File: src/sv/scpe_pkg.sv
// shared types, codes and lookup functions for the screen code to petscii encoder
package scpe_pkg;

	// field widths
	localparam int unsigned CODE_W  = 8;
	localparam int unsigned COLOR_W = 4;
	localparam int unsigned REP_W   = 7;
	localparam int unsigned LC_W    = 5;

	// default row width and command queue depth
	localparam int unsigned MAX_WIDTH_DEF = 80;
	localparam int unsigned QUEUE_DEPTH   = 4;

	// petscii control bytes
	localparam logic [CODE_W-1:0] CODE_SPACE   = 8'd32;
	localparam logic [CODE_W-1:0] CODE_REV_ON  = 8'd18;
	localparam logic [CODE_W-1:0] CODE_REV_OFF = 8'd146;
	localparam logic [CODE_W-1:0] CODE_CR      = 8'd13;
	localparam logic [LC_W-1:0]   COLOR_NONE   = 5'd16;

	// result slots of one cell, emitted in this order
	localparam int unsigned NSLOT          = 5;
	localparam int unsigned SLOT_FLUSH_OFF = 0;
	localparam int unsigned SLOT_RUN       = 1;
	localparam int unsigned SLOT_REV       = 2;
	localparam int unsigned SLOT_COLOR     = 3;
	localparam int unsigned SLOT_CHAR      = 4;

	// one classified cell: which slots fire, their bytes, and the space run length
	typedef struct packed {
		logic [NSLOT-1:0]             mask;
		logic [NSLOT-1:0][CODE_W-1:0] bytes;
		logic [REP_W-1:0]             run_len;
	} cmd_t;

	// color index to petscii color control byte
	function automatic logic [CODE_W-1:0] color_code(input logic [COLOR_W-1:0] color);
		logic [CODE_W-1:0] b;
		case (color)
			4'd0:    b = 8'h90;
			4'd1:    b = 8'h05;
			4'd2:    b = 8'h1c;
			4'd3:    b = 8'h9f;
			4'd4:    b = 8'h9c;
			4'd5:    b = 8'h1e;
			4'd6:    b = 8'h1f;
			4'd7:    b = 8'h9e;
			4'd8:    b = 8'h81;
			4'd9:    b = 8'h95;
			4'd10:   b = 8'h96;
			4'd11:   b = 8'h97;
			4'd12:   b = 8'h98;
			4'd13:   b = 8'h99;
			4'd14:   b = 8'h9a;
			default: b = 8'h9b;
		endcase
		return b;
	endfunction

	// screen code to petscii, remapped by 32-code quarter
	function automatic logic [CODE_W-1:0] map_char(input logic [CODE_W-1:0] code);
		logic [CODE_W-1:0] c;
		logic [CODE_W-1:0] b;
		c = {1'b0, code[CODE_W-2:0]};
		case (c[6:5])
			2'd1:    b = c;
			2'd2:    b = c + 8'd128;
			default: b = c + 8'd64;
		endcase
		return b;
	endfunction

endpackage

File: src/sv/scpe_front.sv
// front end: accepts cells, tracks reverse, color and held spaces, builds one command per cell
module scpe_front #(
	parameter int unsigned MAX_WIDTH = scpe_pkg::MAX_WIDTH_DEF
) (
	input  logic                         clk,
	input  logic                         arst_n,
	input  logic                         in_valid,
	output logic                         in_stall,
	input  logic [scpe_pkg::CODE_W-1:0]  screen_code,
	input  logic [scpe_pkg::COLOR_W-1:0] cell_color,
	input  logic                         row_end,
	input  logic                         add_cr,
	input  logic                         screen_start,
	input  logic                         q_full,
	output logic                         push,
	output scpe_pkg::cmd_t               push_cmd
);

	localparam int unsigned RW = scpe_pkg::REP_W;
	localparam logic [RW-1:0] MAX_PEND = RW'(MAX_WIDTH);

	logic [RW-1:0]                pending_q;
	logic [scpe_pkg::LC_W-1:0]    last_color_q;
	logic                         reverse_q;

	logic [RW-1:0]                pending_n;
	logic [scpe_pkg::LC_W-1:0]    last_color_n;
	logic                         reverse_n;
	logic                         rev_cur;
	logic [scpe_pkg::LC_W-1:0]    lc_cur;
	logic                         accept;
	scpe_pkg::cmd_t               cmd;

	assign in_stall = q_full;
	assign accept   = in_valid && !in_stall;

	// classify the cell into result slots and next state
	always_comb begin
		rev_cur = screen_start ? 1'b0 : reverse_q;
		lc_cur  = screen_start ? scpe_pkg::COLOR_NONE : last_color_q;

		cmd          = '0;
		cmd.run_len  = pending_q;
		pending_n    = pending_q;
		last_color_n = lc_cur;
		reverse_n    = rev_cur;

		if (screen_code == scpe_pkg::CODE_SPACE) begin
			if (row_end) begin
				// trailing spaces dropped, reverse cleared silently
				pending_n = '0;
				reverse_n = 1'b0;
				if (add_cr) begin
					cmd.mask[scpe_pkg::SLOT_CHAR]  = 1'b1;
					cmd.bytes[scpe_pkg::SLOT_CHAR] = scpe_pkg::CODE_CR;
				end
			end else if (pending_q < MAX_PEND) begin
				pending_n = pending_q + RW'(1);
			end
		end else begin
			// flush held spaces, dropping reverse first
			if (pending_q != '0) begin
				if (reverse_n) begin
					cmd.mask[scpe_pkg::SLOT_FLUSH_OFF]  = 1'b1;
					cmd.bytes[scpe_pkg::SLOT_FLUSH_OFF] = scpe_pkg::CODE_REV_OFF;
					reverse_n = 1'b0;
				end
				cmd.mask[scpe_pkg::SLOT_RUN]  = 1'b1;
				cmd.bytes[scpe_pkg::SLOT_RUN] = scpe_pkg::CODE_SPACE;
				pending_n = '0;
			end
			// reverse video change
			if (screen_code[scpe_pkg::CODE_W-1] && !reverse_n) begin
				cmd.mask[scpe_pkg::SLOT_REV]  = 1'b1;
				cmd.bytes[scpe_pkg::SLOT_REV] = scpe_pkg::CODE_REV_ON;
				reverse_n = 1'b1;
			end else if (!screen_code[scpe_pkg::CODE_W-1] && reverse_n) begin
				cmd.mask[scpe_pkg::SLOT_REV]  = 1'b1;
				cmd.bytes[scpe_pkg::SLOT_REV] = scpe_pkg::CODE_REV_OFF;
				reverse_n = 1'b0;
			end
			// color change
			if (lc_cur != {1'b0, cell_color}) begin
				cmd.mask[scpe_pkg::SLOT_COLOR]  = 1'b1;
				cmd.bytes[scpe_pkg::SLOT_COLOR] = scpe_pkg::color_code(cell_color);
				last_color_n = {1'b0, cell_color};
			end
			cmd.mask[scpe_pkg::SLOT_CHAR]  = 1'b1;
			cmd.bytes[scpe_pkg::SLOT_CHAR] = scpe_pkg::map_char(screen_code);
		end
	end

	assign push     = accept && (cmd.mask != '0);
	assign push_cmd = cmd;

	// encoder state
	always_ff @(posedge clk or negedge arst_n) begin
		if (!arst_n) begin
			pending_q    <= '0;
			last_color_q <= scpe_pkg::COLOR_NONE;
			reverse_q    <= 1'b0;
		end else if (accept) begin
			pending_q    <= pending_n;
			last_color_q <= last_color_n;
			reverse_q    <= reverse_n;
		end
	end

endmodule

File: src/sv/scpe_queue.sv
// short command queue between the front and back ends
module scpe_queue #(
	parameter int unsigned DEPTH = scpe_pkg::QUEUE_DEPTH
) (
	input  logic           clk,
	input  logic           arst_n,
	input  logic           push,
	input  scpe_pkg::cmd_t push_cmd,
	input  logic           pop,
	output scpe_pkg::cmd_t head,
	output logic           full,
	output logic           empty
);

	localparam int unsigned PW = (DEPTH > 1) ? $clog2(DEPTH) : 1;
	localparam int unsigned CW = $clog2(DEPTH + 1);
	localparam logic [PW-1:0] LAST_PTR = PW'(DEPTH - 1);
	localparam logic [CW-1:0] FULL_CNT = CW'(DEPTH);

	scpe_pkg::cmd_t  entry_q [DEPTH];
	logic [PW-1:0]   wr_ptr_q;
	logic [PW-1:0]   rd_ptr_q;
	logic [CW-1:0]   count_q;
	logic            do_push;
	logic            do_pop;

	assign full    = (count_q == FULL_CNT);
	assign empty   = (count_q == '0);
	assign do_push = push && !full;
	assign do_pop  = pop && !empty;
	assign head    = entry_q[rd_ptr_q];

	// storage
	always_ff @(posedge clk) begin
		if (do_push) begin
			entry_q[wr_ptr_q] <= push_cmd;
		end
	end

	// pointers and fill count
	always_ff @(posedge clk or negedge arst_n) begin
		if (!arst_n) begin
			wr_ptr_q <= '0;
			rd_ptr_q <= '0;
			count_q  <= '0;
		end else begin
			if (do_push) begin
				wr_ptr_q <= (wr_ptr_q == LAST_PTR) ? '0 : wr_ptr_q + PW'(1);
			end
			if (do_pop) begin
				rd_ptr_q <= (rd_ptr_q == LAST_PTR) ? '0 : rd_ptr_q + PW'(1);
			end
			if (do_push && !do_pop) begin
				count_q <= count_q + CW'(1);
			end else if (do_pop && !do_push) begin
				count_q <= count_q - CW'(1);
			end
		end
	end

endmodule

File: src/sv/scpe_back.sv
// back end: walks the slots of each command and sends one result per transfer
module scpe_back (
	input  logic                        clk,
	input  logic                        arst_n,
	input  scpe_pkg::cmd_t              head,
	input  logic                        q_empty,
	output logic                        pop,
	output logic                        out_valid,
	input  logic                        out_stall,
	output logic [scpe_pkg::CODE_W-1:0] out_byte,
	output logic [scpe_pkg::REP_W-1:0]  repeat_res,
	output logic                        run_last
);

	localparam int unsigned NS = scpe_pkg::NSLOT;
	localparam int unsigned RW = scpe_pkg::REP_W;

	logic [NS-1:0]                        mask_q;
	logic [NS-1:0][scpe_pkg::CODE_W-1:0]  bytes_q;
	logic [RW-1:0]                        run_len_q;

	logic                        out_valid_q;
	logic [scpe_pkg::CODE_W-1:0] out_byte_q;
	logic [RW-1:0]               repeat_q;
	logic                        run_last_q;

	logic [NS-1:0]               low;
	logic [NS-1:0]               rest;
	logic [scpe_pkg::CODE_W-1:0] sel_byte;
	logic [RW-1:0]               sel_rep;
	logic                        out_free;
	logic                        emit;

	// lowest pending slot
	always_comb begin
		low      = mask_q & (~mask_q + NS'(1));
		rest     = mask_q & ~low;
		sel_byte = '0;
		for (int i = 0; i < NS; i++) begin
			if (low[i]) begin
				sel_byte = bytes_q[i];
			end
		end
		sel_rep = low[scpe_pkg::SLOT_RUN] ? run_len_q : RW'(1);
	end

	assign out_free = !out_valid_q || !out_stall;
	assign emit     = out_free && (mask_q != '0);
	assign pop      = !q_empty && ((mask_q == '0) || (emit && (rest == '0)));

	// current command slot mask
	always_ff @(posedge clk or negedge arst_n) begin
		if (!arst_n) begin
			mask_q <= '0;
		end else if (pop) begin
			mask_q <= head.mask;
		end else if (emit) begin
			mask_q <= rest;
		end
	end

	// current command payload
	always_ff @(posedge clk) begin
		if (pop) begin
			bytes_q   <= head.bytes;
			run_len_q <= head.run_len;
		end
	end

	// output register valid
	always_ff @(posedge clk or negedge arst_n) begin
		if (!arst_n) begin
			out_valid_q <= 1'b0;
		end else if (out_free) begin
			out_valid_q <= emit;
		end
	end

	// output register payload
	always_ff @(posedge clk) begin
		if (emit) begin
			out_byte_q <= sel_byte;
			repeat_q   <= sel_rep;
			run_last_q <= (rest == '0);
		end
	end

	assign out_valid  = out_valid_q;
	assign out_byte   = out_byte_q;
	assign repeat_res = repeat_q;
	assign run_last   = run_last_q;

endmodule

File: src/sv/screen_code_to_petscii_encoder.sv
// top level of the screen code to petscii encoder
//
// Input channel: one screen cell per transfer (in_valid / in_stall) with its
// screen code, color, row end mark, add-CR flag and screen start flag.
// Output channel: petscii results (out_valid / out_stall), each a byte and a
// repeat count; run_last marks the last result that a cell causes.
// A cell causes zero to five results. The front end classifies a cell in the
// cycle it is accepted and pushes a command into a four-entry queue; the back
// end sends one result per cycle from its output register while the receiver
// does not stall. With the queue empty, the first result of a cell passes
// through a queue entry, the back end slot mask and the output register.
// One cell per cycle may be accepted while the queue is not full; a cell with
// no result pushes no command.
// in_stall rises only when the queue is full. When the receiver stalls, the
// output result holds and the queue fills behind it.
// Reset clears held spaces and reverse video, sets the last color to none and
// empties the queue and output register.
module screen_code_to_petscii_encoder #(
	parameter int unsigned MAX_WIDTH   = scpe_pkg::MAX_WIDTH_DEF,
	parameter int unsigned QUEUE_DEPTH = scpe_pkg::QUEUE_DEPTH
) (
	input  logic                         clk,
	input  logic                         arst_n,
	input  logic                         in_valid,
	output logic                         in_stall,
	input  logic [scpe_pkg::CODE_W-1:0]  screen_code,
	input  logic [scpe_pkg::COLOR_W-1:0] cell_color,
	input  logic                         row_end,
	input  logic                         add_cr,
	input  logic                         screen_start,
	output logic                         out_valid,
	input  logic                         out_stall,
	output logic [scpe_pkg::CODE_W-1:0]  out_byte,
	output logic [scpe_pkg::REP_W-1:0]   repeat_res,
	output logic                         run_last
);

	logic           q_full;
	logic           q_empty;
	logic           push;
	logic           pop;
	scpe_pkg::cmd_t push_cmd;
	scpe_pkg::cmd_t head;

	// classify cells
	scpe_front #(
		.MAX_WIDTH(MAX_WIDTH)
	) u_front (
		.clk         (clk),
		.arst_n      (arst_n),
		.in_valid    (in_valid),
		.in_stall    (in_stall),
		.screen_code (screen_code),
		.cell_color  (cell_color),
		.row_end     (row_end),
		.add_cr      (add_cr),
		.screen_start(screen_start),
		.q_full      (q_full),
		.push        (push),
		.push_cmd    (push_cmd)
	);

	// decouple front and back
	scpe_queue #(
		.DEPTH(QUEUE_DEPTH)
	) u_queue (
		.clk     (clk),
		.arst_n  (arst_n),
		.push    (push),
		.push_cmd(push_cmd),
		.pop     (pop),
		.head    (head),
		.full    (q_full),
		.empty   (q_empty)
	);

	// emit results
	scpe_back u_back (
		.clk       (clk),
		.arst_n    (arst_n),
		.head      (head),
		.q_empty   (q_empty),
		.pop       (pop),
		.out_valid (out_valid),
		.out_stall (out_stall),
		.out_byte  (out_byte),
		.repeat_res(repeat_res),
		.run_last  (run_last)
	);

endmodule

File: config.mk
export PLATFORM = sky130hd
export DESIGN_NAME = screen_code_to_petscii_encoder
export DESIGN_NICKNAME = d
export VERILOG_FILES = /design/src/sv/scpe_pkg.sv /design/src/sv/scpe_front.sv /design/src/sv/scpe_queue.sv /design/src/sv/scpe_back.sv /design/src/sv/screen_code_to_petscii_encoder.sv
export SDC_FILE = /design/constraint.sdc
export NUM_CORES = 1
export LEC_CHECK = 0
export BUFFER_PORTS_ARGS = -buffer_cell sky130_fd_sc_hd__buf_2
export CAP_MARGIN = 20
export CORE_MARGIN = 8
export CORE_UTILIZATION = 60
export DETAILED_ROUTE_END_ITERATION = 8
export PLACE_DENSITY = 0.79
export SLEW_MARGIN = 10
export SYNTH_ARGS = -nofsm -noshare
export SYNTH_HDL_FRONTEND = slang
export SYNTH_SLANG_ARGS = --single-unit
export TNS_END_PERCENT = 10
File: constraint.sdc
create_clock -name clk -period 10.7 [get_ports clk]
set_input_delay 1.07 -clock clk [delete_from_list [all_inputs] [get_ports clk]]
set_output_delay 1.07 -clock clk [all_outputs]
set_load 0.02 [all_outputs]
Word level (Yosys, flattened, before mapping). Memory sizes are Yosys's and may differ from the RTL's. Index checks and enable logic that the tools add are counted.

Flip-flop bits (word level): 89. Bits in latches: 0. Bits in writable memories: 208. Memory bits (read-only): 96. Word-level logic and storage cells: 117. Memories: 2.

Memories: u_queue.entry_q (depth 4, width 52, rd ports 1, clocked after Yosys merged registers in 0, write ports 1, RTL line scpe_queue.sv:20) `scpe_pkg::cmd_t entry_q [DEPTH];`; (no name shown) (depth 16, width 6, rd ports 1, clocked after Yosys merged registers in 0, write ports 0, RTL line scpe_pkg.sv:39) `case (color)`.

Add/subtract/negate cells: 8. Multipliers: 0. Div/mod/pow operators: 0. $lt $le $gt $ge: 1. Eq/ne operators: 8. Shift operators: 0. Muxes and demuxes: 46. Bitwise operators: 4. Reduce and logical (&&, ||, !) cells: 31.

Operators with widths (count): two-way mux 8 bit (11); two-way mux 32 bit (1); two-way mux 7 bit (4); two-way mux 5 bit (5); two-way mux 1 bit (16); case mux 8 bit (2 select lines) (1); two-way mux 14 bit (1); logical AND 1 bit (11); bitwise AND 5 bit (2); zero test 5 bit (2); inverter 5 bit (2); nonzero test 5 bit (2); adder 7 x 7 -> 8 bit, second input constant (1); adder 7 x 8 -> 8 bit, second input constant (1); == test 8 x 6 -> 1 bit, second input constant (1); zero test 1 bit (8); two-way mux 4 bit (2); adder 7 x 1 -> 7 bit, second input constant (1); less-than comparator 7 bit, second input constant (1); nonzero test 7 bit (1); == test 2 bit, second input constant (3); two-way mux 2 bit (3); two-way mux 3 bit (2); nonzero test 2 bit (3); other kinds (11) (13).

Depth between registers and ports, before layout. Gate-level depths: netlist of the first run.

Depth in word-level cells: 14. Mapped depth: 11.

Modules after synthesis. Synthesis of the first run repeated with hierarchy kept, for this count alone.

Cells, all modules: 613. Area total of the unflattened synthesis: 11897.7 µm².

By module, submodules not included: scpe_queue (instances 1, cells each 309, area each 8015.2 µm², seq. area each 6421.2 µm²); scpe_back (instances 1, cells each 145, area each 2516.2 µm², seq. area each 2042.0 µm²); scpe_front (instances 1, cells each 159, area each 1366.3 µm², seq. area each 326.6 µm²).

Worst setup path before layout of the first run. Ideal clock, no wire load.

Path kind: input to register. Start: in out_stall. End: reg u_queue.count_q[1]. Library setup time: 0.125 ns. Data arrival time: 3.800 ns. Required time: 10.575 ns. Slack: 6.775 ns. Stages on the path: 9. Cells stage by stage: and2_1 clkbuf_2 o21a_4 a2111oi_4 inv_1 ha_1 inv_1 fa_1 mux2_2.

Word-level cells in the longest chain between the ends: 10. Elaborated cells on any way between the ends: 12. Those cells by class: mux (1); reduce/logical (11).

Ends and longest elaborated chain: start, declared (RTL line screen_code_to_petscii_encoder.sv:32) `input logic out_stall,`; zero test 1 bit (*) (RTL line scpe_back.sv:47) `assign out_free = !out_valid_q || !out_stall;`; logical OR 1 bit (*) (RTL line scpe_back.sv:47); logical AND 1 bit (*) (RTL line scpe_back.sv:48) `assign emit = out_free && (mask_q != '0);`; logical AND 1 bit (*) (RTL line scpe_back.sv:49) `assign pop = !q_empty && ((mask_q == '0) || (emit && (rest == '0)));`; logical OR 1 bit (*) (RTL line scpe_back.sv:49); logical AND 1 bit (*) (RTL line scpe_back.sv:49); logical AND 1 bit (*) (RTL line scpe_queue.sv:30) `assign do_pop = pop && !empty;`; zero test 1 bit (RTL line scpe_queue.sv:53) `if (do_push && !do_pop) begin`; logical AND 1 bit (RTL line scpe_queue.sv:53); two-way mux 3 bit or nonzero test 2 bit (tied branches); end signal, assigned (RTL line scpe_queue.sv:54) `count_q <= count_q + CW'(1);`; end signal, assigned (RTL line scpe_queue.sv:56) `count_q <= count_q - CW'(1);`; end, declared (RTL line scpe_queue.sv:23) `logic [CW-1:0] count_q;`.

Every way passes the cells marked *; elsewhere a longest branch is shown, timed or not. A chain may end at the register's enable or synchronous reset.

==> impl_metrics.xml, run 1 <==
<?xml version="1.0" encoding="UTF-8"?>
<metrics>
  <group name="synth">
    <metric name="yosys.cell_types.count" unit="">49</metric>
    <metric name="netlist.top_cell.by_area" unit="">sky130_fd_sc_hd__edfxtp_1</metric>
    <metric name="yosysWarningCount" unit="">0</metric>
    <metric name="synthesized_netlist_net_count" unit="">449</metric>
    <metric name="synth-adder-area-share" unit="%">3.09</metric>
    <metric name="leading_post_synthesis_cells_by_cell_area" unit="">sky130_fd_sc_hd__edfxtp_1 (63%), sky130_fd_sc_hd__dfrtp_1 (8.8%), sky130_fd_sc_hd__mux4_2 (8.5%)</metric>
    <metric name="synth_mux_area_share" unit="%">10.3</metric>
    <metric name="synthSimpleGateAreaFrac" unit="%">6.63</metric>
    <metric name="number_of_register_bits_inferred_by_synthesis" unit="">175</metric>
    <metric name="syn-instance-count" unit="">413</metric>
    <metric name="synth_seq_area_share" unit="%">71.9</metric>
    <metric name="yosys.area_share.xor_xnor" unit="%">0.737</metric>
    <metric name="synth.cell_area" unit="mm²">0.00713</metric>
    <metric name="synth.cells.most_frequent" unit="">sky130_fd_sc_hd__edfxtp_1 (149), sky130_fd_sc_hd__nor2_1 (28), sky130_fd_sc_hd__mux4_2 (27)</metric>
    <metric name="postSynth.asyncResetShare" unit="%">14.9</metric>
    <metric name="ys.flop_type" unit="">sky130_fd_sc_hd__edfxtp_1</metric>
    <metric name="synth_area_per_cell" unit="µm²">17.3</metric>
    <metric name="combinational_family_with_the_most_area_after_synthesis" unit="">multiplexers</metric>
    <metric name="synth_top_area_share" unit="%">62.7</metric>
    <metric name="synthMostInstantiatedCell" unit="">sky130_fd_sc_hd__edfxtp_1</metric>
    <metric name="synth_enable_flop_cells" unit="">149</metric>
    <metric name="synth-compound-area-share" unit="%">5.31</metric>
  </group>
  <group name="layout">
    <metric name="diodes_inserted" unit="">0</metric>
    <metric name="layout.filler_cells" unit="">714</metric>
    <metric name="nets" unit="">494</metric>
    <metric name="post_route_cells_drive_above_1_share" unit="%">24.6</metric>
    <metric name="areaGrowthSynthToFinish" unit="%">13.7</metric>
  </group>
  <group name="cts">
    <metric name="clock_tree_from_tritoncts" unit="">yes</metric>
    <metric name="worst_setup_hold_path_clk_slew" unit="ns">0.06</metric>
    <metric name="cts_buffer_depth" unit="">2</metric>
    <metric name="clkLatencyLatePin" unit="ns">0.42</metric>
    <metric name="post_cts_hold_buffer_count" unit="">0</metric>
    <metric name="clock_sinks" unit="">175</metric>
    <metric name="post_cts_resized" unit="">0</metric>
    <metric name="cts-root-buf" unit="">sky130_fd_sc_hd__clkbuf_16</metric>
    <metric name="post-cts-setup-buffers" unit="">0</metric>
    <metric name="numCtsBuffers" unit="">17</metric>
    <metric name="htree_num_levels" unit="">4</metric>
  </group>
  <group name="sta">
    <metric name="rsz_0062_raised_after_global_routing" unit="">no</metric>
    <metric name="timing.final.max_slew_violations" unit="">0</metric>
    <metric name="max_slew.worst_pin.slew" unit="ns">1.10</metric>
    <metric name="fin_crit_sh" unit="%">30.9</metric>
    <metric name="maxSlewHeadroom" unit="%">26.8</metric>
    <metric name="timing.final.crit_period" unit="ns">3.30</metric>
    <metric name="hold_viol_final" unit="">0</metric>
    <metric name="final.setup.tns" unit="ns">0</metric>
    <metric name="final_setup_fails" unit="">0</metric>
    <metric name="fmax" unit="GHz">0.303</metric>
    <metric name="timing.hold.ws" unit="ns">0.497</metric>
    <metric name="worst_clock_skew" unit="ns">0.00722</metric>
  </group>
  <group name="status">
    <metric name="run_status" unit="">finished, final reports clean</metric>
  </group>
  <group name="power">
    <metric name="ir_worst_vdd" unit="mV">0.120</metric>
    <metric name="powerDensity" unit="mW/mm²">289</metric>
    <metric name="leakage_power_figure" unit="nW">2.95</metric>
    <metric name="power.total" unit="mW">2.35</metric>
  </group>
  <group name="job">
    <metric name="drv_cap" unit="">0</metric>
  </group>
  <group name="placed_design">
    <metric name="input_output_buffers" unit="">36</metric>
    <metric name="detailedPlacementHpwl" unit="mm">8.18</metric>
    <metric name="globalplace.congestion" unit="">0.817</metric>
  </group>
  <group name="route">
    <metric name="routed_wire_length_per_instance" unit="µm">20.7</metric>
    <metric name="drt_first_iter_violations" unit="">348</metric>
    <metric name="vias_per_instance" unit="">6.03</metric>
    <metric name="detailroute.via_count" unit="">3726</metric>
    <metric name="drt-pass1-iter-count" unit="">7</metric>
    <metric name="wirelength" unit="mm">12.8</metric>
    <metric name="antenna_left" unit="">0</metric>
    <metric name="drc" unit="">0</metric>
  </group>
  <group name="floorplanning">
    <metric name="chipWidth" unit="µm">125</metric>
    <metric name="die_h" unit="µm">125</metric>
    <metric name="initial_core_util" unit="%">60.4</metric>
    <metric name="floorplan.core_area" unit="mm²">0.0118</metric>
    <metric name="standard_cell_rows" unit="">40</metric>
    <metric name="die_area" unit="mm²">0.0156</metric>
    <metric name="ioPinCount" unit="">37</metric>
  </group>
  <group name="grt">
    <metric name="antenna_found_initial" unit="">0</metric>
    <metric name="globalRouteTotalUtil" unit="%">17.4</metric>
    <metric name="via_count_of_the_first_global_routing_pass" unit="">3880</metric>
    <metric name="grt_first_pass_wirelength" unit="mm">20.6</metric>
    <metric name="grt_remaining_overflow" unit="">0</metric>
    <metric name="grt_start_max_net_pins" unit="">34</metric>
  </group>
  <group name="setup_path">
    <metric name="critical_path.endpoint_type" unit="">register</metric>
    <metric name="crit_fanout" unit="">9</metric>
    <metric name="worstSetupPathType" unit="">in2reg</metric>
    <metric name="critical_path.startpoint_type" unit="">input port</metric>
    <metric name="cp.arrival" unit="ns">3.61</metric>
    <metric name="critical_path_required" unit="ns">11.01</metric>
  </group>
  <group name="hold_path">
    <metric name="hold_path.class" unit="">reg2reg</metric>
  </group>
</metrics>
## power breakdown
part	switching, mW	internal [mW]
logic	0.323	0.256
registers	0.107	1.00
clock network	0.237	0.424
## layer usage
layer  wire length, µm  global-route usage, %  share of wire, %  vias up
li1                  -                      -                 -     1688
met3               783                   4.50               6.1       27
met1              5410                   21.9                42     1870
met5                 0                      0                 0        -
met2              6290                   27.9                49      141
met4               308                   8.38               2.4        0
## cells in the final DEF (no fill, tap or decap), types with 3 or more instances in the layout
cell	n
sky130_fd_sc_hd__mux2i_1	5
sky130_fd_sc_hd__a32o_1	5
sky130_fd_sc_hd__buf_4	7
sky130_fd_sc_hd__a22o_1	5
sky130_fd_sc_hd__clkbuf_16	17
sky130_fd_sc_hd__xor2_1	4
sky130_fd_sc_hd__and3_1	5
sky130_fd_sc_hd__buf_2	36
sky130_fd_sc_hd__mux4_2	27
sky130_fd_sc_hd__mux2_2	4
sky130_fd_sc_hd__nand2b_1	6
sky130_fd_sc_hd__nor2_1	28
sky130_fd_sc_hd__bufinv_16	5
sky130_fd_sc_hd__dfrtp_1	24
sky130_fd_sc_hd__nand2_1	16
sky130_fd_sc_hd__edfxtp_1	149
sky130_fd_sc_hd__and2_1	11
sky130_fd_sc_hd__o21ai_0	11
sky130_fd_sc_hd__a21oi_1	14
sky130_fd_sc_hd__clkinv_2	4
sky130_fd_sc_hd__or3_1	5
sky130_fd_sc_hd__nand4_1	3
sky130_fd_sc_hd__a211oi_1	4
sky130_fd_sc_hd__nand3_1	3
sky130_fd_sc_hd__inv_1	18
sky130_fd_sc_hd__ha_1	16
## metrics by stage
stage	std cells	util (%)	setup WS [ns]	area, µm²
floorplan	413	-	6.78	7130
global placement	586	63.2	6.97	7470
finish	618	68.7	7.40	8120
global route	618	68.7	7.24	8120
detailed placement	586	63.2	6.92	7470
CTS	618	68.7	7.38	8120
## final cells by class
class	count	area, µm²	area share [%]
clock inverter	12	189	2.33
tap	147	184	2.27
clock buffer	20	457	5.63
timing repair buffer	43	233	2.87
sequential	175	5130	63.2
multi-input combinational	203	1860	22.9
inverter	18	67.6	0.833
## worst max-delay path, stage by stage
cell and delay, ns:
sky130_fd_sc_hd__buf_2 0.13, sky130_fd_sc_hd__nor4b_1 0.55, sky130_fd_sc_hd__and2_1 0.41, sky130_fd_sc_hd__nand2_1 0.23, sky130_fd_sc_hd__and2_1 0.24, sky130_fd_sc_hd__ha_1 0.22, sky130_fd_sc_hd__inv_1 0.07, sky130_fd_sc_hd__fa_1 0.41
sky130_fd_sc_hd__mux2_2 0.27
## flip-flops by register name, summed over array words and instances, names as in the netlist
register and flops:
u_queue.entry_q 108, u_back.bytes_q 18, u_back.out_byte 8, u_back.repeat_res 7, u_back.run_len_q 7, u_front.pending_q 7
u_back.mask_q 5, u_front.last_color_q 5, u_queue.count_q 3, u_queue.rd_ptr_q 2, u_queue.wr_ptr_q 2, u_back.out_valid 1
u_back.run_last 1, u_front.reverse_q 1
## worst paths after layout
check                                            to          startpoint  depth (start not counted)  slack [ns]
worst max-delay path             u_queue.count_q[1]      screen_code[4]                          9        7.40
worst min-delay path             u_queue.count_q[2]  u_queue.count_q[2]                          1        0.50
worst max register to register   u_queue.count_q[1]    u_back.mask_q[0]                          9        7.61
worst min register to register   u_queue.count_q[2]  u_queue.count_q[2]                          1        0.50
max in group asynchronous       u_queue.rd_ptr_q[0]              arst_n                          1        9.50
min in group asynchronous          u_back.mask_q[0]              arst_n                          1        0.70
## cell families after synthesis
logic type	Yosys count
DFF	175
and+or+nand+nor	91
AOI/OAI and AO/OA	51
muxes	38
buffers and inverters	35
adders and majority gates	17
xor gates and xnor gates	6
No activity file was read; power rests on OpenSTA's default activity.
==> run 2: changes to the inputs <==
- CORE_UTILIZATION: 60 -> 55
- PLACE_DENSITY: 0.79 -> 0.77
- clock period: 10.7 -> 2.8 ns (I/O delays scaled with it)
==> run 2 against run 1 <==
Clock skew is 0.0021 ns lower. Non-clock buffer count up 10. Global-route usage shrank 0.77 points. Clock power grew to 3.6 times the previous value. Via count shrank 0.64%. Routed wire length is 0.20% lower. Critical endpoint unchanged. Largest cell class unchanged. Setup slack lost 7.2 ns.
==> impl_metrics.xml, run 2 (synthesis results as in run 1) <==
<?xml version="1.0" encoding="UTF-8"?>
<metrics>
  <group name="setup_path">
    <metric name="crit_fanout" unit="">9</metric>
    <metric name="crit_path_top_delay_cell" unit="">sky130_fd_sc_hd__or4_4</metric>
    <metric name="worstReg2RegStart" unit="">u_back.mask_q[2]</metric>
    <metric name="critical_path.most_common_cell" unit="">sky130_fd_sc_hd__inv_1</metric>
    <metric name="cp.arrival" unit="ns">2.88</metric>
    <metric name="reg2reg_setup_slack" unit="ns">0.23</metric>
    <metric name="timing.critical_path.cells" unit="">or4_4, o21a_4, a2111oi_4, inv_1, ha_1, inv_1, fa_1, mux2_2</metric>
    <metric name="critical-path-top-delay-family" unit="">adder cells</metric>
    <metric name="critical_path.startpoint_type" unit="">register</metric>
    <metric name="critical_path.endpoint_type" unit="">register</metric>
    <metric name="r2r.worst_path.cells" unit="">8</metric>
    <metric name="reg2reg_capture_point" unit="">u_queue.count_q[1]</metric>
    <metric name="critical_path_required" unit="ns">3.11</metric>
    <metric name="worstSetupPathType" unit="">reg2reg</metric>
    <metric name="cpPeakStageDelay" unit="ns">0.55</metric>
    <metric name="path_buf_inv" unit="">2</metric>
  </group>
  <group name="sta">
    <metric name="fmax" unit="GHz">0.389</metric>
    <metric name="fin_crit_sh" unit="%">91.8</metric>
    <metric name="final_setup_fails" unit="">0</metric>
    <metric name="final.setup.tns" unit="ns">0</metric>
    <metric name="maxSlewHeadroom" unit="%">31.7</metric>
    <metric name="timing.final.crit_period" unit="ns">2.57</metric>
    <metric name="max_slew.worst_pin.slew" unit="ns">1.02</metric>
    <metric name="timing.final.max_slew_violations" unit="">0</metric>
    <metric name="postLayoutSetupSlackWorst" unit="ns">0.230</metric>
    <metric name="hold_viol_final" unit="">0</metric>
    <metric name="worst_clock_skew" unit="ns">0.00516</metric>
    <metric name="rsz_0062_raised_after_global_routing" unit="">no</metric>
    <metric name="timing.hold.ws" unit="ns">0.0889</metric>
  </group>
  <group name="layout">
    <metric name="layoutNonFillerInstCount" unit="">653</metric>
    <metric name="layout.cells.most_common" unit="">sky130_fd_sc_hd__edfxtp_1</metric>
    <metric name="max_flop_register" unit="">u_queue.entry_q</metric>
    <metric name="diodes_inserted" unit="">0</metric>
    <metric name="areaGrowthSynthToFinish" unit="%">14.7</metric>
    <metric name="max_reg_flops" unit="">108</metric>
    <metric name="post_route_cells_drive_above_1_share" unit="%">25.4</metric>
    <metric name="layout_common_cells" unit="">sky130_fd_sc_hd__edfxtp_1 (149), sky130_fd_sc_hd__buf_2 (36), sky130_fd_sc_hd__nor2_1 (28)</metric>
    <metric name="nets" unit="">504</metric>
  </group>
  <group name="floorplanning">
    <metric name="standard_cell_rows" unit="">41</metric>
    <metric name="initial_core_util" unit="%">56.5</metric>
    <metric name="die_area" unit="mm²">0.0169</metric>
    <metric name="ioPinCount" unit="">37</metric>
    <metric name="floorplan.core_area" unit="mm²">0.0126</metric>
    <metric name="chipWidth" unit="µm">130</metric>
    <metric name="die_h" unit="µm">130</metric>
  </group>
  <group name="power">
    <metric name="leakage_power_figure" unit="nW">2.96</metric>
    <metric name="power.total" unit="mW">8.89</metric>
    <metric name="powerDensity" unit="mW/mm²">1090</metric>
    <metric name="ir_worst_vdd" unit="mV">0.431</metric>
  </group>
  <group name="grt">
    <metric name="globalRouteTotalUtil" unit="%">16.7</metric>
    <metric name="via_count_of_the_first_global_routing_pass" unit="">3793</metric>
    <metric name="grt_first_pass_wirelength" unit="mm">20.4</metric>
    <metric name="grt_start_max_net_pins" unit="">33</metric>
    <metric name="antenna_found_initial" unit="">0</metric>
    <metric name="grt_remaining_overflow" unit="">0</metric>
  </group>
  <group name="placed_design">
    <metric name="numPlacedInstances" unit="">620</metric>
    <metric name="detailedPlacementHpwl" unit="mm">8.35</metric>
    <metric name="input_output_buffers" unit="">36</metric>
    <metric name="globalplace.congestion" unit="">0.860</metric>
    <metric name="dp_worst_setup_slack" unit="ns">0.247</metric>
  </group>
  <group name="cts">
    <metric name="clock_tree_from_tritoncts" unit="">yes</metric>
    <metric name="worst_setup_hold_path_clk_slew" unit="ns">0.06</metric>
    <metric name="cts_buffer_depth" unit="">2</metric>
    <metric name="numCtsBuffers" unit="">17</metric>
    <metric name="clock_sinks" unit="">175</metric>
    <metric name="post_cts_resized" unit="">0</metric>
    <metric name="cts-root-buf" unit="">sky130_fd_sc_hd__clkbuf_16</metric>
    <metric name="htree_num_levels" unit="">4</metric>
    <metric name="clkLatencyLatePin" unit="ns">0.42</metric>
  </group>
  <group name="route">
    <metric name="routed_wire_length_per_instance" unit="µm">19.5</metric>
    <metric name="antenna_left" unit="">0</metric>
    <metric name="wirelength" unit="mm">12.8</metric>
    <metric name="vias_per_instance" unit="">5.67</metric>
    <metric name="detailroute.via_count" unit="">3702</metric>
    <metric name="drt-pass1-iter-count" unit="">5</metric>
    <metric name="drt_first_iter_violations" unit="">354</metric>
    <metric name="drc" unit="">0</metric>
  </group>
  <group name="hold_path">
    <metric name="holdCritStartpoint" unit="">screen_code[1]</metric>
    <metric name="min_to" unit="">u_queue.entry_q[2][40]</metric>
    <metric name="hold_path.class" unit="">in2reg</metric>
    <metric name="worstHoldPathCells" unit="">1</metric>
  </group>
  <group name="job">
    <metric name="drv_cap" unit="">0</metric>
  </group>
  <group name="status">
    <metric name="run_status" unit="">finished, final reports clean</metric>
  </group>
</metrics>
run 2: cell types whose count changed in the layout (fill, tap and decap cells not counted), moves of 2 or more:
cell / previous run / this run
sky130_fd_sc_hd__clkinvlp_4: 2 / 4
sky130_fd_sc_hd__clkinv_2: 4 / 2
sky130_fd_sc_hd__buf_4: 7 / 16
sky130_fd_sc_hd__clkbuf_1: 1 / 3
sky130_fd_sc_hd__clkbuf_8: 2 / 0
run 2: worst max path at each step:
stage                                start            endpoint  slack [ns]  cells after the start
after global placement    u_back.mask_q[1]  u_queue.count_q[1]        0.35                      8
after CTS                 u_back.mask_q[2]  u_queue.count_q[1]        0.24                      8
after global routing      u_back.mask_q[2]  u_queue.count_q[1]        0.14                      8
after detailed placement  u_back.mask_q[2]  u_queue.count_q[1]        0.25                      8
final                     u_back.mask_q[2]  u_queue.count_q[1]        0.23                      8
after floorplan           u_back.mask_q[0]  u_queue.count_q[1]       -0.74                      9
run 2: worst register-to-register path, delay by kind of cell (launching register included):
family | cells | cell delay, ns
AO/OA/AOI/OAI | 2 | 0.36
adder cells (fa/ha/maj) | 2 | 0.64
buffers and inverters | 2 | 0.16
flip-flops | 1 | 0.47
multiplexers | 1 | 0.28
AND/OR/NAND/NOR | 1 | 0.55
run 2: layout make-up:
| cell class | count | area, µm² |
|---|---|---|
| Clock buffer | 20 | 437 |
| Sequential cell | 175 | 5130 |
| Clock inverter | 12 | 168 |
| Fill cell | 876 | 4440 |
| Tap cell | 172 | 215 |
| Inverter | 18 | 67.6 |
| Multi-Input combinational cell | 203 | 1860 |
| Timing Repair Buffer | 53 | 310 |
run 2: timing repair:
| item | in CTS | in global routing |
|---|---|---|
| hold endpoints to repair | 25 | 0 |
| buffers inserted | 0 | 0 |
| hold buffers | 1 | 0 |
run 2: stage by stage:
stage | instance area, µm² | utilization (%)
2_1_floorplan | 7130 | -
3_3_place_gp | 7570 | 60.0
3_5_place_dp | 7570 | 60.0
4_1_cts | 8180 | 64.8
5_1_grt | 8180 | 64.8
6_report | 8180 | 64.8
run 2: report_power, final:
part	switching, mW	total (mW)	internal [mW]
clock network	0.901	2.38	1.48
registers	0.412	4.24	3.83
logic	1.24	2.27	1.03
total	2.55	8.89	6.34
run 2: routing by layer:
metal  routed length (µm)  vias to the layer above  GRT usage, %
li1                     -                     1708             -
met3                  833                       25          4.49
met5                    0                        -             0
met4                  325                        0          8.40
met2                 6440                      133          28.0
met1                 5160                     1836          19.5
==> run 3: changes to the inputs <==
- PLACE_DENSITY: 0.77 -> 0.76
==> run 3 against run 2 <==
First-iteration DRC count down 15%. Global-route usage up 0.29 points. Die area unchanged. Sequential power down 1%. Critical path depth unchanged. Largest cell class unchanged.
==> impl_metrics.xml, run 3 (synthesis results as in run 1) <==
<?xml version="1.0" encoding="UTF-8"?>
<metrics>
  <group name="grt">
    <metric name="met3_usage_grt" unit="%">3.59</metric>
    <metric name="grt_remaining_overflow" unit="">0</metric>
    <metric name="grt_first_pass_wirelength" unit="mm">20.5</metric>
    <metric name="globalRoute.busiestLayer" unit="">met2</metric>
    <metric name="globalRouteTotalUtil" unit="%">16.9</metric>
    <metric name="grt_start_max_net_pins" unit="">33</metric>
    <metric name="antenna_found_initial" unit="">0</metric>
    <metric name="via_count_of_the_first_global_routing_pass" unit="">3738</metric>
    <metric name="grt_use_met1" unit="%">19.9</metric>
    <metric name="groute.layer.met2.usage" unit="%">28.8</metric>
  </group>
  <group name="sta">
    <metric name="maxSlewHeadroom" unit="%">54.6</metric>
    <metric name="max_slew.worst_pin.slew" unit="ns">0.680</metric>
    <metric name="rsz_0062_raised_after_global_routing" unit="">no</metric>
    <metric name="fin_crit_sh" unit="%">91.4</metric>
    <metric name="final_setup_fails" unit="">0</metric>
    <metric name="timing.final.max_slew_violations" unit="">0</metric>
    <metric name="timing.final.crit_period" unit="ns">2.56</metric>
    <metric name="final.setup.tns" unit="ns">0</metric>
    <metric name="fmax" unit="GHz">0.391</metric>
    <metric name="hold_viol_final" unit="">0</metric>
    <metric name="worst_clock_skew" unit="ns">0.00831</metric>
  </group>
  <group name="setup_path">
    <metric name="critical_path_required" unit="ns">3.10</metric>
    <metric name="worstSetupPathType" unit="">reg2reg</metric>
    <metric name="cp.arrival" unit="ns">2.86</metric>
    <metric name="reg2reg_capture_point" unit="">u_queue.count_q[1]</metric>
    <metric name="critical_path.endpoint_type" unit="">register</metric>
    <metric name="crit_fanout" unit="">9</metric>
    <metric name="reg2reg_setup_slack" unit="ns">0.24</metric>
    <metric name="critical_path.startpoint_type" unit="">register</metric>
    <metric name="r2r.worst_path.cells" unit="">8</metric>
    <metric name="worstReg2RegStart" unit="">u_back.mask_q[2]</metric>
  </group>
  <group name="floorplanning">
    <metric name="die_h" unit="µm">130</metric>
    <metric name="standard_cell_rows" unit="">41</metric>
    <metric name="initial_core_util" unit="%">56.5</metric>
    <metric name="die_area" unit="mm²">0.0169</metric>
    <metric name="floorplan.core_area" unit="mm²">0.0126</metric>
    <metric name="ioPinCount" unit="">37</metric>
    <metric name="chipWidth" unit="µm">130</metric>
  </group>
  <group name="route">
    <metric name="drt_first_iter_violations" unit="">302</metric>
    <metric name="vias_per_instance" unit="">5.62</metric>
    <metric name="routed_wire_length_per_instance" unit="µm">20.6</metric>
    <metric name="drc" unit="">0</metric>
    <metric name="wirelength" unit="mm">13.4</metric>
    <metric name="drt-pass1-iter-count" unit="">5</metric>
    <metric name="detailroute.via_count" unit="">3661</metric>
    <metric name="antenna_left" unit="">0</metric>
  </group>
  <group name="cts">
    <metric name="post-cts-setup-buffers" unit="">0</metric>
    <metric name="clock_tree_from_tritoncts" unit="">yes</metric>
    <metric name="cts_buffer_depth" unit="">2</metric>
    <metric name="post_cts_resized" unit="">0</metric>
    <metric name="numCtsBuffers" unit="">17</metric>
    <metric name="clkLatencyLatePin" unit="ns">0.43</metric>
    <metric name="clock_sinks" unit="">175</metric>
    <metric name="htree_num_levels" unit="">4</metric>
    <metric name="cts-root-buf" unit="">sky130_fd_sc_hd__clkbuf_16</metric>
    <metric name="worst_setup_hold_path_clk_slew" unit="ns">0.06</metric>
  </group>
  <group name="placed_design">
    <metric name="detailedPlacementHpwl" unit="mm">8.47</metric>
    <metric name="numPlacedInstances" unit="">619</metric>
    <metric name="input_output_buffers" unit="">36</metric>
    <metric name="globalplace.congestion" unit="">0.780</metric>
  </group>
  <group name="layout">
    <metric name="areaGrowthSynthToFinish" unit="%">15.4</metric>
    <metric name="layout_common_cells" unit="">sky130_fd_sc_hd__edfxtp_1 (149), sky130_fd_sc_hd__buf_2 (36), sky130_fd_sc_hd__nor2_1 (28)</metric>
    <metric name="max_flop_register" unit="">u_queue.entry_q</metric>
    <metric name="post_route_cells_drive_above_1_share" unit="%">25.3</metric>
    <metric name="layout.cells.most_common" unit="">sky130_fd_sc_hd__edfxtp_1</metric>
    <metric name="diodes_inserted" unit="">0</metric>
    <metric name="nets" unit="">503</metric>
    <metric name="max_reg_flops" unit="">108</metric>
    <metric name="layoutNonFillerInstCount" unit="">651</metric>
  </group>
  <group name="power">
    <metric name="power.net_switching" unit="mW">2.58</metric>
    <metric name="ir_worst_vdd" unit="mV">0.473</metric>
    <metric name="powerDensity" unit="mW/mm²">1100</metric>
    <metric name="clockPowerShare" unit="%">28.4</metric>
    <metric name="power.share.sequential" unit="%">46.0</metric>
    <metric name="power_switching_share" unit="%">28.4</metric>
    <metric name="design_internal_power" unit="mW">6.51</metric>
    <metric name="leakage_power_figure" unit="nW">2.99</metric>
    <metric name="comb_power_share" unit="%">25.6</metric>
  </group>
  <group name="job">
    <metric name="drv_cap" unit="">0</metric>
  </group>
  <group name="hold_path">
    <metric name="holdCritStartpoint" unit="">screen_code[1]</metric>
    <metric name="min_to" unit="">u_queue.entry_q[3][40]</metric>
    <metric name="hold_path.class" unit="">in2reg</metric>
    <metric name="worstHoldPathCells" unit="">1</metric>
  </group>
  <group name="status">
    <metric name="run_status" unit="">finished, final reports clean</metric>
  </group>
</metrics>
## run 3: cell count changes in the layout (fill, tap and decap cells not counted), sizes merged
cell | previous run | this run
bufinv | 4 | 6
clkinvlp | 4 | 2
buf | 52 | 51
clkbuf | 20 | 19
## run 3: worst max-delay path by stage
stage,cells after the start,end,slack [ns],from
finish,8,u_queue.count_q[1],0.24,u_back.mask_q[2]
detailed placement,8,u_queue.count_q[1],0.28,u_back.mask_q[2]
CTS,8,u_queue.count_q[1],0.25,u_back.mask_q[2]
global route,9,u_queue.count_q[1],0.13,u_back.mask_q[0]
floorplan,9,u_queue.count_q[1],-0.74,u_back.mask_q[0]
global placement,8,u_queue.count_q[1],0.35,u_back.mask_q[1]
## run 3: area by class of cell
type	count	area (µm²)
fill	848	4390
timing repair buffer	52	315
clock inverter	12	216
sequential	175	5130
inverter	18	67.6
tap	172	215
clock buffer	19	433
multi-input combinational	203	1860
## run 3: repair_timing
item,CTS,global route
setup endpoints to repair,0,0
hold endpoints to repair,25,0
hold buffers,1,0
## run 3: critical path: stages (launching register included)
cell and delay [ns]:
sky130_fd_sc_hd__dfrtp_1 0.47, sky130_fd_sc_hd__or4_4 0.55, sky130_fd_sc_hd__o21a_4 0.15, sky130_fd_sc_hd__a2111oi_4 0.21, sky130_fd_sc_hd__inv_1 0.08, sky130_fd_sc_hd__ha_1 0.23, sky130_fd_sc_hd__inv_1 0.07, sky130_fd_sc_hd__fa_1 0.40
sky130_fd_sc_hd__mux2_2 0.27
## run 3: per-stage QoR
step	hold slack, ns	total power, mW	area (µm²)	util [%]	setup WS (ns)
detailed placement	0.362	6.55	7570	60.0	0.282
floorplan	-0.0156	5.83	7130	-	-0.742
global route	0.0937	9.49	8230	65.2	0.131
global placement	0.351	6.42	7570	60.0	0.349
CTS	0.0850	9.16	8230	65.2	0.253
finish	0.101	9.09	8230	65.2	0.241
## run 3: power groups by stage
stage	registers [mW]	logic, mW	clock network (mW)
final	4.18	2.33	2.58
after floorplan	4.21	1.62	0
after CTS	4.20	2.37	2.60
after detailed placement	4.22	2.32	0
after global routing	4.26	2.53	2.70
after global placement	4.17	2.25	0
## run 3: per-layer routing
layer	share of wire (%)	vias up
met5	0	-
met4	2.9	0
met3	4.7	25
met2	52	101
met1	40	1830
li1	-	1705
